File: src/hw/rtl/lmpd_pkg.sv
// Shared types and constants for the LED matrix pulse driver.
// No dependencies; imported by every module of the block except lmpd_ram.
package lmpd_pkg;

    // Matrix geometry
    localparam int MATRIX_WIDTH  = 18;
    localparam int MATRIX_HEIGHT = 6;
    localparam int LED_TOTAL     = MATRIX_WIDTH * MATRIX_HEIGHT;
    localparam int ADDR_W        = (LED_TOTAL > 1) ? $clog2(LED_TOTAL) : 1;

    // Field widths
    localparam int OP_W        = 2;
    localparam int COORD_W     = 6;
    localparam int COLOR_W     = 24;
    localparam int TICK_W      = 10;
    localparam int CFG_IDX_W   = 2;
    localparam int SLOT_PROD_W = 2 * COORD_W + 2;

    // Serial format
    localparam int BITS_PER_LED = 24;
    localparam int BIT_W        = $clog2(BITS_PER_LED);

    // Timing register reset values
    localparam logic [TICK_W-1:0] ZERO_HIGH_RST = TICK_W'(14);
    localparam logic [TICK_W-1:0] ONE_HIGH_RST  = TICK_W'(52);
    localparam logic [TICK_W-1:0] LOW_RST       = TICK_W'(52);

    typedef enum logic [OP_W-1:0] {
        OP_WRITE = 2'd0,
        OP_START = 2'd1,
        OP_TICK  = 2'd2
    } t_op;

    typedef enum logic [CFG_IDX_W-1:0] {
        CFG_ZERO_HIGH = 2'd0,
        CFG_ONE_HIGH  = 2'd1,
        CFG_LOW       = 2'd2
    } t_cfg_idx;

    typedef struct packed {
        logic [TICK_W-1:0] zero_high;
        logic [TICK_W-1:0] one_high;
        logic [TICK_W-1:0] low;
    } t_timing;

    typedef struct packed {
        logic line_level;
        logic busy;
        logic frame_done;
    } t_result;

endpackage

File: src/hw/rtl/led_matrix_pulse_driver_core.sv
// A result word is registered in the output register, or in the skid entry while the
// output register holds an untaken one. One input word per cycle while the skid is
// empty; the two-entry output buffer keeps input ready while one result waits. Pixel
// store reads are prefetched. Reset (synchronous, active low) clears sequencer state
// and the store's valid bits at once, so the store reads as zero with no clearing pass.
// Depends on lmpd_pkg, lmpd_engine, lmpd_skid, lmpd_ram.
module led_matrix_pulse_driver_core
    import lmpd_pkg::*;
(
    input  logic                 i_clk,
    input  logic                 i_rst_n,
    // input words
    input  logic                 i_in_valid,
    output logic                 o_in_ready,
    input  logic [OP_W-1:0]      i_operation,
    input  logic [COORD_W-1:0]   i_x_pos,
    input  logic [COORD_W-1:0]   i_y_pos,
    input  logic [COLOR_W-1:0]   i_color,
    // result words
    output logic                 o_out_valid,
    input  logic                 i_out_ready,
    output logic                 o_line_level,
    output logic                 o_busy_res,
    output logic                 o_frame_done,
    // timing registers
    input  logic                 i_cfg_we,
    input  logic [CFG_IDX_W-1:0] i_cfg_index,
    input  logic [TICK_W-1:0]    i_cfg_data
);

    t_timing r_timing;
    t_result eng_result;
    t_result out_result;
    logic    in_fire;
    logic    eng_sending;

    assign in_fire = i_in_valid && o_in_ready;

    // Timing registers; index three is not decoded
    always_ff @(posedge i_clk) begin
        if (!i_rst_n) begin
            r_timing.zero_high <= ZERO_HIGH_RST;
            r_timing.one_high  <= ONE_HIGH_RST;
            r_timing.low       <= LOW_RST;
        end else if (i_cfg_we) begin
            unique case (t_cfg_idx'(i_cfg_index))
                CFG_ZERO_HIGH: r_timing.zero_high <= i_cfg_data;
                CFG_ONE_HIGH:  r_timing.one_high  <= i_cfg_data;
                CFG_LOW:       r_timing.low       <= i_cfg_data;
                default: begin
                end
            endcase
        end
    end

    // Sequencer and frame store: all state changes at the accepting edge
    lmpd_engine u_engine (
        .i_clk      (i_clk),
        .i_rst_n    (i_rst_n),
        .i_fire     (in_fire),
        .i_operation(i_operation),
        .i_x_pos    (i_x_pos),
        .i_y_pos    (i_y_pos),
        .i_color    (i_color),
        .i_timing   (r_timing),
        .o_result   (eng_result),
        .o_sending  (eng_sending)
    );

    // Output register plus skid entry; input ready while the skid is empty
    lmpd_skid u_skid (
        .i_clk      (i_clk),
        .i_rst_n    (i_rst_n),
        .i_push     (in_fire),
        .i_data     (eng_result),
        .o_ready    (o_in_ready),
        .o_valid    (o_out_valid),
        .o_data     (out_result),
        .i_pop_ready(i_out_ready)
    );

    assign o_line_level = out_result.line_level;
    assign o_busy_res   = out_result.busy;
    assign o_frame_done = out_result.frame_done;

    // Input only stalls when both buffer entries hold results
    a_stall_has_output: assert property (@(posedge i_clk) disable iff (!i_rst_n)
        !o_in_ready |-> o_out_valid)
        else $error("input stalled with no pending result");

    // Frame ends in a low phase of a busy tick
    a_done_shape: assert property (@(posedge i_clk) disable iff (!i_rst_n)
        (o_out_valid && o_frame_done) |-> (o_busy_res && !o_line_level))
        else $error("frame done reported outside a busy low tick");

    // Sequencer is idle right after reporting frame done
    a_done_idle: assert property (@(posedge i_clk) disable iff (!i_rst_n)
        (in_fire && eng_result.frame_done) |=> !eng_sending)
        else $error("still sending after frame done");

endmodule

File: src/hw/rtl/lmpd_ram.sv
// Generic single-write, single-read RAM with registered read data.
// No dependencies.
module lmpd_ram #(
    parameter int WIDTH  = 8,
    parameter int DEPTH  = 16,
    parameter int ADDR_W = (DEPTH > 1) ? $clog2(DEPTH) : 1
) (
    input  logic              i_clk,
    input  logic              i_we,
    input  logic [ADDR_W-1:0] i_waddr,
    input  logic [WIDTH-1:0]  i_wdata,
    input  logic [ADDR_W-1:0] i_raddr,
    output logic [WIDTH-1:0]  o_rdata
);

    logic [WIDTH-1:0] r_mem [DEPTH];

    always_ff @(posedge i_clk) begin
        if (i_we) begin
            r_mem[i_waddr] <= i_wdata;
        end
        o_rdata <= r_mem[i_raddr];
    end

endmodule

File: src/hw/rtl/lmpd_skid.sv
// Two-entry output buffer (output register plus skid) for result words.
// Depends on lmpd_pkg.
module lmpd_skid
    import lmpd_pkg::*;
(
    input  logic    i_clk,
    input  logic    i_rst_n,
    input  logic    i_push,
    input  t_result i_data,
    output logic    o_ready,
    output logic    o_valid,
    output t_result o_data,
    input  logic    i_pop_ready
);

    logic    r_out_valid;
    logic    r_skid_valid;
    t_result r_out;
    t_result r_skid;
    logic    pop;

    assign pop     = r_out_valid && i_pop_ready;
    assign o_ready = !r_skid_valid;
    assign o_valid = r_out_valid;
    assign o_data  = r_out;

    always_ff @(posedge i_clk) begin
        if (!i_rst_n) begin
            r_out_valid  <= 1'b0;
            r_skid_valid <= 1'b0;
        end else if (!r_out_valid || pop) begin
            if (r_skid_valid) begin
                r_out        <= r_skid;
                r_skid_valid <= 1'b0;
            end else begin
                r_out_valid <= i_push;
                if (i_push) begin
                    r_out <= i_data;
                end
            end
        end else if (i_push) begin
            r_skid       <= i_data;
            r_skid_valid <= 1'b1;
        end
    end

endmodule

File: src/hw/rtl/lmpd_engine.sv
// Frame store and pulse sequencer: pixel writes, frame start, tick stepping.
// Depends on lmpd_pkg and lmpd_ram.
module lmpd_engine
    import lmpd_pkg::*;
(
    input  logic               i_clk,
    input  logic               i_rst_n,
    input  logic               i_fire,
    input  logic [OP_W-1:0]    i_operation,
    input  logic [COORD_W-1:0] i_x_pos,
    input  logic [COORD_W-1:0] i_y_pos,
    input  logic [COLOR_W-1:0] i_color,
    input  t_timing            i_timing,
    output t_result            o_result,
    output logic               o_sending
);

    logic                 r_sending, n_sending;
    logic                 r_high, n_high;
    logic [ADDR_W-1:0]    r_led_index, n_led_index;
    logic [BIT_W-1:0]     r_bit_index, n_bit_index;
    logic [TICK_W-1:0]    r_tick_count, n_tick_count;
    logic [COLOR_W-1:0]   r_shift, n_shift;
    logic [ADDR_W-1:0]    r_next_slot, n_next_slot;
    logic [LED_TOTAL-1:0] r_valid;
    logic                 r_fwd_hit;
    logic [COLOR_W-1:0]   r_fwd_data;

    logic                 wr_en;
    logic [ADDR_W-1:0]    wr_slot;
    logic [COORD_W:0]     wr_row;
    logic [COORD_W:0]     wr_col;
    logic [SLOT_PROD_W-1:0] wr_prod;
    logic                 wr_in_range;
    logic [COLOR_W-1:0]   rd_data;
    logic [COLOR_W-1:0]   next_color;
    logic [TICK_W-1:0]    tick_inc;
    logic [TICK_W-1:0]    high_len;
    logic [ADDR_W:0]      led_plus;
    logic [ADDR_W:0]      n_led_plus;
    logic                 done;
    t_op                  op;

    assign op = t_op'(i_operation);

    // Serpentine mapping: rows counted from the bottom, even rows reversed
    always_comb begin
        wr_in_range = ({1'b0, i_x_pos} < (COORD_W+1)'(MATRIX_WIDTH))
                   && ({1'b0, i_y_pos} < (COORD_W+1)'(MATRIX_HEIGHT));
        wr_row  = (COORD_W+1)'(MATRIX_HEIGHT - 1) - {1'b0, i_y_pos};
        wr_col  = i_y_pos[0] ? {1'b0, i_x_pos}
                             : (COORD_W+1)'(MATRIX_WIDTH - 1) - {1'b0, i_x_pos};
        wr_prod = SLOT_PROD_W'(wr_row) * SLOT_PROD_W'(MATRIX_WIDTH)
                + SLOT_PROD_W'(wr_col);
        wr_slot = wr_prod[ADDR_W-1:0];
        wr_en   = i_fire && (op == OP_WRITE) && wr_in_range;
    end

    // Current content of the slot to be loaded next, including a write that
    // landed on the same edge as the read
    assign next_color = r_fwd_hit ? r_fwd_data
                      : (r_valid[r_next_slot] ? rd_data : '0);

    assign tick_inc = r_tick_count + 1'b1;
    assign high_len = r_shift[COLOR_W-1] ? i_timing.one_high : i_timing.zero_high;
    assign led_plus = {1'b0, r_led_index} + 1'b1;

    always_comb begin
        n_sending    = r_sending;
        n_high       = r_high;
        n_led_index  = r_led_index;
        n_bit_index  = r_bit_index;
        n_tick_count = r_tick_count;
        n_shift      = r_shift;
        done         = 1'b0;
        if (i_fire) begin
            unique case (op)
                OP_START: begin
                    if (!r_sending) begin
                        n_sending    = 1'b1;
                        n_high       = 1'b1;
                        n_led_index  = '0;
                        n_bit_index  = '0;
                        n_tick_count = '0;
                        n_shift      = next_color;
                    end
                end
                OP_TICK: begin
                    if (r_sending) begin
                        n_tick_count = tick_inc;
                        if (r_high) begin
                            if (tick_inc >= high_len) begin
                                n_high       = 1'b0;
                                n_tick_count = '0;
                            end
                        end else if (tick_inc >= i_timing.low) begin
                            n_tick_count = '0;
                            n_high       = 1'b1;
                            n_shift      = {r_shift[COLOR_W-2:0], 1'b0};
                            n_bit_index  = r_bit_index + 1'b1;
                            if (r_bit_index == BIT_W'(BITS_PER_LED - 1)) begin
                                n_bit_index = '0;
                                if (led_plus < (ADDR_W+1)'(LED_TOTAL)) begin
                                    n_led_index = led_plus[ADDR_W-1:0];
                                    n_shift     = next_color;
                                end else begin
                                    n_sending   = 1'b0;
                                    n_high      = 1'b0;
                                    n_led_index = '0;
                                    n_shift     = '0;
                                    done        = 1'b1;
                                end
                            end
                        end
                    end
                end
                default: begin
                    // writes go straight to the store; code three does nothing
                end
            endcase
        end
    end

    // Prefetch slot: the LED that follows the current one, slot zero when idle or on the last LED
    always_comb begin
        n_led_plus  = {1'b0, n_led_index} + 1'b1;
        n_next_slot = '0;
        if (n_sending && (n_led_plus < (ADDR_W+1)'(LED_TOTAL))) begin
            n_next_slot = n_led_plus[ADDR_W-1:0];
        end
    end

    // Tick reports the state during the tick, other words the state after
    always_comb begin
        if (op == OP_TICK) begin
            o_result.line_level = r_sending && r_high;
            o_result.busy       = r_sending;
        end else begin
            o_result.line_level = n_sending && n_high;
            o_result.busy       = n_sending;
        end
        o_result.frame_done = done;
    end

    assign o_sending = r_sending;

    lmpd_ram #(
        .WIDTH (COLOR_W),
        .DEPTH (LED_TOTAL),
        .ADDR_W(ADDR_W)
    ) u_store (
        .i_clk  (i_clk),
        .i_we   (wr_en),
        .i_waddr(wr_slot),
        .i_wdata(i_color),
        .i_raddr(n_next_slot),
        .o_rdata(rd_data)
    );

    always_ff @(posedge i_clk) begin
        if (!i_rst_n) begin
            r_sending    <= 1'b0;
            r_high       <= 1'b0;
            r_led_index  <= '0;
            r_bit_index  <= '0;
            r_tick_count <= '0;
            r_shift      <= '0;
            r_next_slot  <= '0;
            r_valid      <= '0;
            r_fwd_hit    <= 1'b0;
        end else begin
            r_sending    <= n_sending;
            r_high       <= n_high;
            r_led_index  <= n_led_index;
            r_bit_index  <= n_bit_index;
            r_tick_count <= n_tick_count;
            r_shift      <= n_shift;
            r_next_slot  <= n_next_slot;
            r_fwd_hit    <= wr_en && (wr_slot == n_next_slot);
            if (wr_en) begin
                r_valid[wr_slot] <= 1'b1;
            end
        end
        r_fwd_data <= i_color;
    end

endmodule

File: config.mk
export PLATFORM = sky130hd
export DESIGN_NAME = led_matrix_pulse_driver_core
export DESIGN_NICKNAME = d
export VERILOG_FILES = /design/src/hw/rtl/lmpd_pkg.sv /design/src/hw/rtl/led_matrix_pulse_driver_core.sv /design/src/hw/rtl/lmpd_ram.sv /design/src/hw/rtl/lmpd_skid.sv /design/src/hw/rtl/lmpd_engine.sv
export SDC_FILE = /design/constraint.sdc
export NUM_CORES = 2
export LEC_CHECK = 0
export BUFFER_PORTS_ARGS = -buffer_cell sky130_fd_sc_hd__buf_4
export CORE_ASPECT_RATIO = 1.25
export CORE_MARGIN = 2
export CORE_UTILIZATION = 40
export DETAILED_ROUTE_END_ITERATION = 7
export MAX_ROUTING_LAYER = met4
export PLACE_DENSITY_LB_ADDON = 0.1
export SETUP_SLACK_MARGIN = 0.4
export SLEW_MARGIN = 20
export SYNTH_ARGS = -nofsm -noshare
export SYNTH_HDL_FRONTEND = slang
export SYNTH_SLANG_ARGS = --single-unit
File: constraint.sdc
create_clock -name i_clk -period 9.4 [get_ports i_clk]
set_input_delay 0.47 -clock i_clk [delete_from_list [all_inputs] [get_ports i_clk]]
set_output_delay 0.47 -clock i_clk [all_outputs]
set_load 0.02 [all_outputs]
# Word level (Yosys, flattened, before mapping)
# Memories as Yosys holds them, arrays and structs flattened. A register that Yosys moved wholly into a read port is not among the register bits.
# Cells that the tools add are included.
dict set report totals {
  ff_bits 226
  ramBits 2592
  input_bits 55
  out_inout_bits 5
  memories 1
}
dict set report classes {
  n_addsub 7
  n_mul 1
  magnitude_cmp 9
  eq_ne 10
  mux 61
  bitwise_logic 4
  reduce_logical 26
}
# name depth width rd rd_clocked_by_memory_dff wr line
set memory_table {}
lappend memory_table {u_engine.u_store.r_mem 108 24 1 1 1 lmpd_ram.sv:16} ;# logic [WIDTH-1:0] r_mem [DEPTH];
# operator n
set op_table {}
lappend op_table {{24-bit 2-to-1 mux} 8}
lappend op_table {{108-bit OR} 1}
lappend op_table {{7-bit 2-to-1 mux} 9}
lappend op_table {{10-bit 2-to-1 mux} 6}
lappend op_table {{24-bit one-hot mux with 2 select lines} 1}
lappend op_table {{5-bit 2-to-1 mux} 5}
lappend op_table {{1-bit 2-to-1 mux} 22}
lappend op_table {{10-bit >= comparator} 2}
lappend op_table {{10-bit one-hot mux with 2 select lines} 1}
lappend op_table {{7-bit by 1-bit adder with 8-bit output (second input constant)} 2}
lappend op_table {{7-bit by 8-bit less-than comparator with 1-bit output (second input constant)} 2}
lappend op_table {{8-bit by 7-bit less-than comparator with 1-bit output (second input constant)} 2}
lappend op_table {{7-bit one-hot mux with 2 select lines} 1}
lappend op_table {{10-bit by 1-bit adder with 10-bit output (second input constant)} 1}
lappend op_table {{1-bit logical AND} 10}
lappend op_table {{5-bit one-hot mux with 2 select lines} 1}
lappend op_table {{2-bit AND reduction} 4}
lappend op_table {{7-bit adder} 1}
lappend op_table {{1-bit binary-select mux with 7-bit select} 1}
lappend op_table {{1-bit demux with 7-bit select} 1}
lappend op_table {{7-bit == test} 1}
lappend op_table {{7-bit by 1-bit >= comparator with 1-bit output (second input constant)} 1}
lappend op_table {{7-bit by 4-bit multiplier with 6-bit output (second input constant)} 1}
lappend op_table {{3-bit by 6-bit subtractor with 7-bit output (first input constant)} 1}
lappend op_table {{other kinds (21)} 33}

# Logic depth before layout (Yosys ltp)
dict set report depth {
  depth_word 15
  ltp_mapped 36
}

# Cells and area by module
# From an unflattened synthesis, not the netlist that was laid out.
dict set report unflattened {
  cells_unflattened 5803
  hier_area_um2 111326.8
}
# module instances cells_per_inst area_per_inst_um2 seq_area_each_um2
set by_module_without_submodules {}
lappend by_module_without_submodules {lmpd_ram 1 4632 100231.1 78315.1}
lappend by_module_without_submodules {lmpd_engine 1 1035 9600.5 3763.6}
lappend by_module_without_submodules {led_matrix_pulse_driver_core 1 115 1181.1 600.6}
lappend by_module_without_submodules {lmpd_skid 1 21 314.1 220.2}

# Least setup slack after synthesis
# OpenSTA, ideal clock, no wires.
dict set report synth_path {
  path_type {reg2reg}
  start {reg u_engine.r_tick_count[0]}
  end {reg u_engine.u_store.o_rdata[20], read port of u_engine.u_store.r_mem}
  setup_ps 116
  arrival_ps 7645
  t_required_ps 9284
  path_slack_ps 1639
  stages_incl_launch_ff 32
  period_less_slack_ps 7761
  path_cell_list {dfxtp_1 and3_1 and3_1 and3_1 nand3_1 xnor2_1 ha_1 a21oi_1 o21ai_0 a31oi_1 a211oi_1 nor2_1 a21oi_1 inv_2 clkbuf_1 clkbuf_1 buf_1 clkbuf_1 clkbuf_1 ha_1 nand2_1 nor3_1 nor2_1 o31ai_1 nand4_1 o211ai_1 a21oi_1 a2111oi_2 o21ai_1 and4_1 or4b_1 and4_1}
}
dict set report synth_between {
  elab_chain_cells 11
  word_cells_on_any_way 16
}
# element line
set synth_rtl {}
lappend synth_rtl {{start, declared} lmpd_engine.sv:22} ;# logic [TICK_W-1:0] r_tick_count, n_tick_count;
lappend synth_rtl {{start signal, assigned} lmpd_engine.sv:176} ;# r_tick_count <= n_tick_count;
lappend synth_rtl {{10-bit by 1-bit adder with 10-bit output (*)} lmpd_engine.sv:64} ;# assign tick_inc = r_tick_count + 1'b1;
lappend synth_rtl {{10-bit >= comparator (*)} lmpd_engine.sv:96} ;# end else if (tick_inc >= i_timing.low) begin
lappend synth_rtl {{7-bit 2-to-1 mux (*)} lmpd_engine.sv:96}
lappend synth_rtl {{7-bit 2-to-1 mux (*)} lmpd_engine.sv:91} ;# if (r_high) begin
lappend synth_rtl {{7-bit 2-to-1 mux (*)} lmpd_engine.sv:89} ;# if (r_sending) begin
lappend synth_rtl {{7-bit one-hot mux with 2 select lines (*)} lmpd_engine.sv:77} ;# unique case (op)
lappend synth_rtl {{7-bit 2-to-1 mux (*)} lmpd_engine.sv:76} ;# if (i_fire) begin
lappend synth_rtl {{named net u_engine.n_led_index[0]} lmpd_engine.sv:20} ;# logic [ADDR_W-1:0] r_led_index, n_led_index;
lappend synth_rtl {{7-bit by 1-bit adder with 8-bit output (*)} lmpd_engine.sv:126} ;# n_led_plus = {1'b0, n_led_index} + 1'b1;
lappend synth_rtl {{8-bit by 7-bit less-than comparator with 1-bit output} lmpd_engine.sv:128} ;# if (n_sending && (n_led_plus < (ADDR_W+1)'(LED_TOTAL))) begin
lappend synth_rtl {{1-bit logical AND} lmpd_engine.sv:128}
lappend synth_rtl {{7-bit 2-to-1 mux (*)} lmpd_engine.sv:128}
lappend synth_rtl {{end, declared} lmpd_ram.sv:13} ;# output logic [WIDTH-1:0] o_rdata
# Mark *: on every way through the listed nets, which the timed path passes. The rest lies on a longest branch.
# A chain may end at the register's enable or synchronous reset.

# Worst setup path in the final report
dict set report layout_path {
  start {reg u_engine.r_tick_count[0]}
  end {reg u_engine.u_store.o_rdata[7], read port of u_engine.u_store.r_mem}
}
# Same word-level chain as after synthesis.

==> run summary <==
The predominant post-synthesis flop cell was sky130_fd_sc_hd__edfxtp_1. The number of hold-slack violations in the final timing report is 0, and the simple-gate share of the synthesized area is 10.5%. Counting flops with an async set or reset pin after synthesis yields a share of 0%. For this run, the total global-route usage over all layers was measured as 35.1%. The count of buffers added on input and output ports is 59. The min-delay analysis places its worst path in the category input port to flip-flop. The synthesized design contains 2842 register bits.

The tools report the kind of start point of the critical path as a flip-flop. The end of the worst hold path is r_timing[20]. The logs give 0.00608 W for the switching power summed over all nets and 281000 µm² for the placeable core area. The post-route setup TNS is 0 ns.

The H-tree was split into 5 levels. Summing the areas of all xor and xnor instances in the mapped netlist gives 0.295% of the synthesized area. Counting the fill cells in the layout gives 25100.

The share of synthesized area in the top cell type comes to 69.1%. The final period utilization was 93.7%; the area of all placed cells without fillers was 130000 µm². The logs give 13100 for the initial detailed-routing violation count and 10.20 ns for the data required time at the worst endpoint.

Among all cell types in the netlist, the one instantiated most often is sky130_fd_sc_hd__edfxtp_1. The routed layout has 79200 vias. The commonest cells after synthesis are 2598 x sky130_fd_sc_hd__edfxtp_1, 1721 x sky130_fd_sc_hd__nand2_1, 402 x sky130_fd_sc_hd__a21oi_1, 382 x sky130_fd_sc_hd__nor2_1, 310 x sky130_fd_sc_hd__nand3_1. Switching share of power: 22.7%.

The post-synth net total was 8396. In this run the clock root is driven by a sky130_fd_sc_hd__clkbuf_16. In this run the critical register-to-register path is launched from u_engine.r_tick_count[0]. The worst hold path begins at i_cfg_index[0].

The run gives 0 as the DRC violations left. The tools report the worst reg2reg path endpoint as u_engine.u_store.o_rdata[7]. Setup repair after global routing left no endpoint under its margin. TritonCTS built the clock tree. For the cell count after synthesis, the log shows 8303. The first TritonRoute pass finished after 8 iterations. Internal power comes to 0.0207 W.

The routed wirelength normalized by instance count was 39.7 µm; the share of the synthesized area in compound gates (AO/OA/AOI/OAI) was 10.1%. Subtracting the final worst setup slack from the clock period gives 8.81 ns. The area growth from synthesis to layout is 15.4%. The share of synthesized cell area in full adder, half adder and majority cells came out at 0.428%.

In the post-route analysis, the smallest setup slack over all paths is 0.593 ns. After synthesis, the cell types taking the most area are sky130_fd_sc_hd__edfxtp_1 69%, sky130_fd_sc_hd__nand2_1 5.7%, sky130_fd_sc_hd__dfxtp_1 4.3%. Global routing finished with a remaining overflow of 0. For the number of library cell types mapped by synthesis, the log shows 92. The tools report the post-placement cell area as 121000 µm².

The later pin in the worst-skew pair is clocked with a latency of 0.90 ns. 60 I/O pins were placed. Of all cell types, the one taking the most synthesized area is sky130_fd_sc_hd__edfxtp_1. After legalization and detailed placement, the total HPWL measured 309000 µm. Of all nets on the critical path, the largest fanout is 31. The mux cell area share after synthesis was 3.18%; the power per unit of standard cell area was 206 nW/µm². IR analysis of the VDD net gives a maximum drop of 140 µV. The tools report the net count of the finished layout as 8663. The worst setup path is captured at a flip-flop. The post-synthesis instance area is 113000 µm².

Measured in cells, the most critical reg-to-reg path has a length of 27. The max capacitance violation total was 0. The floorplan step defined a die boundary enclosing 286000 µm². The tools report the post-place setup slack as 0.133 ns. For this block, the routed nets add up to 499000 µm of wire. STA puts the critical path data arrival time at 9.61 ns. In this run, synthesis inferred 2598 flip-flops with an integrated enable. The initial antenna violation count came out at 47. The maximum number of pins on one net before global-route repair was 97. The wire length of the first global-routing pass came out at 666000 µm.

After synthesis, the largest family of logic cells by area is simple AND/OR/NAND/NOR gates. Registers take 82900 µm². Dividing the detail-routed via count by the number of cells gives 6.30.

Overall die height: 598 µm. The cell count of the worst hold path works out to 4. The largest buffer count on any clock path was 4; the TritonCTS sink count was 2842.

Once placement completed, the tool counted placed cells totaling 12000. Setup slack on the worst reg-to-reg path comes out at 0.59 ns. During synthesis, Yosys emitted a total of 0 warnings.

The die is 479 µm wide. For this configuration, the core starts out at a cell density of 40.1%. Timing would allow up to 0.114 GHz. The run finished with clean final reports. The part of the Yosys area used for sequential elements is 73.5%. The final setup skew was 0.0707 ns. At the pin with the least slew margin, the transition time is 1.33 ns. Summed over all cells, the static leakage comes to 43.3 nW.

Clock tree synthesis inserted a total of 298 buffers. Cells with a size suffix above 1 make up 13.1% of the layout. The run gives 1.00 as the routability congestion estimate. Headroom to the max-slew limit came out at 9.93%.

Excluding fillers, the count of instances in the completed layout stands at 12600. Clock-pin slew was measured on the worst setup and hold paths at 0.06 ns. Final max-slew violation count: 0.

Number of failing setup endpoints in the final timing report: 0. For the area occupied by multi-input gates, the log shows 28500 µm². In this run the core area contains 218 standard-cell rows. After synthesis, the mean cell area works out to 13.6 µm². Sequential cells account for 51.7% of the total power. The detail route stage leaves a number of antenna-violating nets equal to 0. The run gives 73200 as the via count of the first global-routing pass. The share of total power dissipated in the clock network is 43.4%.

Part of the total power dissipated in combinational logic: 4.9%. The worst setup path is of the flip-flop to flip-flop kind.
==> layout make-up <==
type | instances | share of cell area, %
inverter | 33 | 0.101
sequential | 2842 | 63.7
clock buffer | 420 | 6.38
antenna | 32 | 0.0615
clock inverter | 108 | 0.726
multi-input combinational | 4888 | 21.9
tap | 3740 | 3.59
timing repair buffer | 507 | 3.58
==> repair_timing <==
| item | CTS | global route |
|---|---|---|
| setup endpoints to repair | 8 | 11 |
| endpoints found under the hold margin | 34 | 0 |
| hold buffers | 12 | 0 |
| setup buffers | 3 | 3 |
| resized for setup | 6 | 4 |
| gates cloned | 0 | 0 |
| pin swaps | 2 | 0 |
==> cell families after synthesis <==
group | count (synthesis)
XOR/XNOR | 38
AND/OR/NAND/NOR | 2796
flip-flops | 2842
adder cells (fa/ha/maj) | 38
buffers and inverters | 573
AO/OA/AOI/OAI | 1703
multiplexers | 313
==> flip-flops by register name, indices dropped and copies added, names as in the netlist <==
| register | cells |
|---|---|
| u_engine.u_store.r_mem | 2592 |
| u_engine.r_valid | 108 |
| r_timing | 30 |
| u_engine.r_fwd_data | 24 |
| u_engine.r_shift | 24 |
| u_engine.u_store.o_rdata | 24 |
| u_engine.r_tick_count | 10 |
| u_engine.r_led_index | 7 |
| u_engine.r_next_slot | 7 |
| u_engine.r_bit_index | 5 |
| u_skid.o_data | 3 |
| u_skid.r_skid | 3 |
| u_engine.o_sending | 1 |
| u_engine.r_fwd_hit | 1 |
| u_engine.r_high | 1 |
| u_skid.o_valid | 1 |
| u_skid.r_skid_valid | 1 |
==> worst max-delay path, cell delays in order (launching register included) <==
cell and delay [ns]:
sky130_fd_sc_hd__dfxtp_1 0.42, sky130_fd_sc_hd__and3_1 0.26, sky130_fd_sc_hd__and3_1 0.25, sky130_fd_sc_hd__and3_1 0.25, sky130_fd_sc_hd__nand3_1 0.12, sky130_fd_sc_hd__xnor2_1 0.27, sky130_fd_sc_hd__ha_1 0.31, sky130_fd_sc_hd__a21oi_1 0.19
sky130_fd_sc_hd__o21ai_0 0.16, sky130_fd_sc_hd__a31oi_2 0.43, sky130_fd_sc_hd__a211o_1 0.23, sky130_fd_sc_hd__nand2_1 0.17, sky130_fd_sc_hd__o21ai_0 0.46, sky130_fd_sc_hd__ha_4 0.26, sky130_fd_sc_hd__nand2_1 0.07, sky130_fd_sc_hd__nor3_1 0.37
sky130_fd_sc_hd__nor2_1 0.22, sky130_fd_sc_hd__or4_4 0.54, sky130_fd_sc_hd__and4_4 0.30, sky130_fd_sc_hd__a21oi_4 0.58, sky130_fd_sc_hd__buf_12 0.30, sky130_fd_sc_hd__buf_4 0.38, sky130_fd_sc_hd__a21oi_1 0.12, sky130_fd_sc_hd__a211oi_1 0.29
sky130_fd_sc_hd__a211oi_1 0.12, sky130_fd_sc_hd__a211oi_1 1.03, sky130_fd_sc_hd__a2111oi_0 0.21, sky130_fd_sc_hd__nor3_1 0.28
==> metrics by stage <==
step | hold WS, ns | power (W) | utilization, %
final | 0.0404 | 0.0268 | 46.3
after global routing | 0.0294 | 0.0273 | 46.2
after CTS | 0.00160 | 0.0268 | 46.2
after detailed placement | 0.448 | 0.0154 | 42.8
after global placement | 0.441 | 0.0154 | 42.8
after floorplan | 0.435 | 0.0146 | -
==> worst max path at each step <==
stage	endpoint	slack, ns	startpoint	cells past startpoint
floorplan	u_engine.u_store.o_rdata[20]	1.64	u_engine.r_tick_count[0]	31
global placement	u_engine.u_store.o_rdata[15]	-0.33	u_engine.r_tick_count[0]	28
global route	u_engine.u_store.o_rdata[20]	0.44	u_engine.r_tick_count[0]	29
finish	u_engine.u_store.o_rdata[7]	0.59	u_engine.r_tick_count[0]	27
CTS	u_engine.u_store.o_rdata[16]	0.57	u_engine.r_tick_count[0]	22
detailed placement	u_engine.u_store.o_rdata[5]	0.13	u_engine.r_tick_count[0]	28
==> routing by layer <==
metal  share of wire [%]  GRT usage [%]  vias up
li1                    -              -    32000
met2                  46           53.0     5218
met5                   0              -        -
met4                 6.4           19.4        0
met3                  11           7.45     1057
met1                  37           44.2    41000
==> power by group through the flow <==
stage	clock [W]	sequential, W	combinational, W
floorplan	0	0.0141	0.000468
global placement	0	0.0141	0.00128
detailed placement	0	0.0141	0.00129
CTS	0.0117	0.0138	0.00129
global route	0.0122	0.0138	0.00134
finish	0.0116	0.0138	0.00132
==> placed cells by master, fill, tap and decap left out, types with 95 or more instances in the layout <==
| cell | instances |
|---|---|
| sky130_fd_sc_hd__o21ai_0 | 223 |
| sky130_fd_sc_hd__nand2_1 | 1714 |
| sky130_fd_sc_hd__clkbuf_16 | 308 |
| sky130_fd_sc_hd__o22ai_1 | 122 |
| sky130_fd_sc_hd__a31oi_1 | 224 |
| sky130_fd_sc_hd__nor3_1 | 98 |
| sky130_fd_sc_hd__buf_4 | 431 |
| sky130_fd_sc_hd__dfxtp_1 | 241 |
| sky130_fd_sc_hd__mux2i_1 | 252 |
| sky130_fd_sc_hd__o221ai_1 | 95 |
| sky130_fd_sc_hd__nor2_1 | 266 |
| sky130_fd_sc_hd__nand3_1 | 308 |
| sky130_fd_sc_hd__o21a_1 | 116 |
| sky130_fd_sc_hd__edfxtp_1 | 2598 |
| sky130_fd_sc_hd__a21oi_1 | 397 |
No activity file was read; power rests on OpenSTA's default activity.
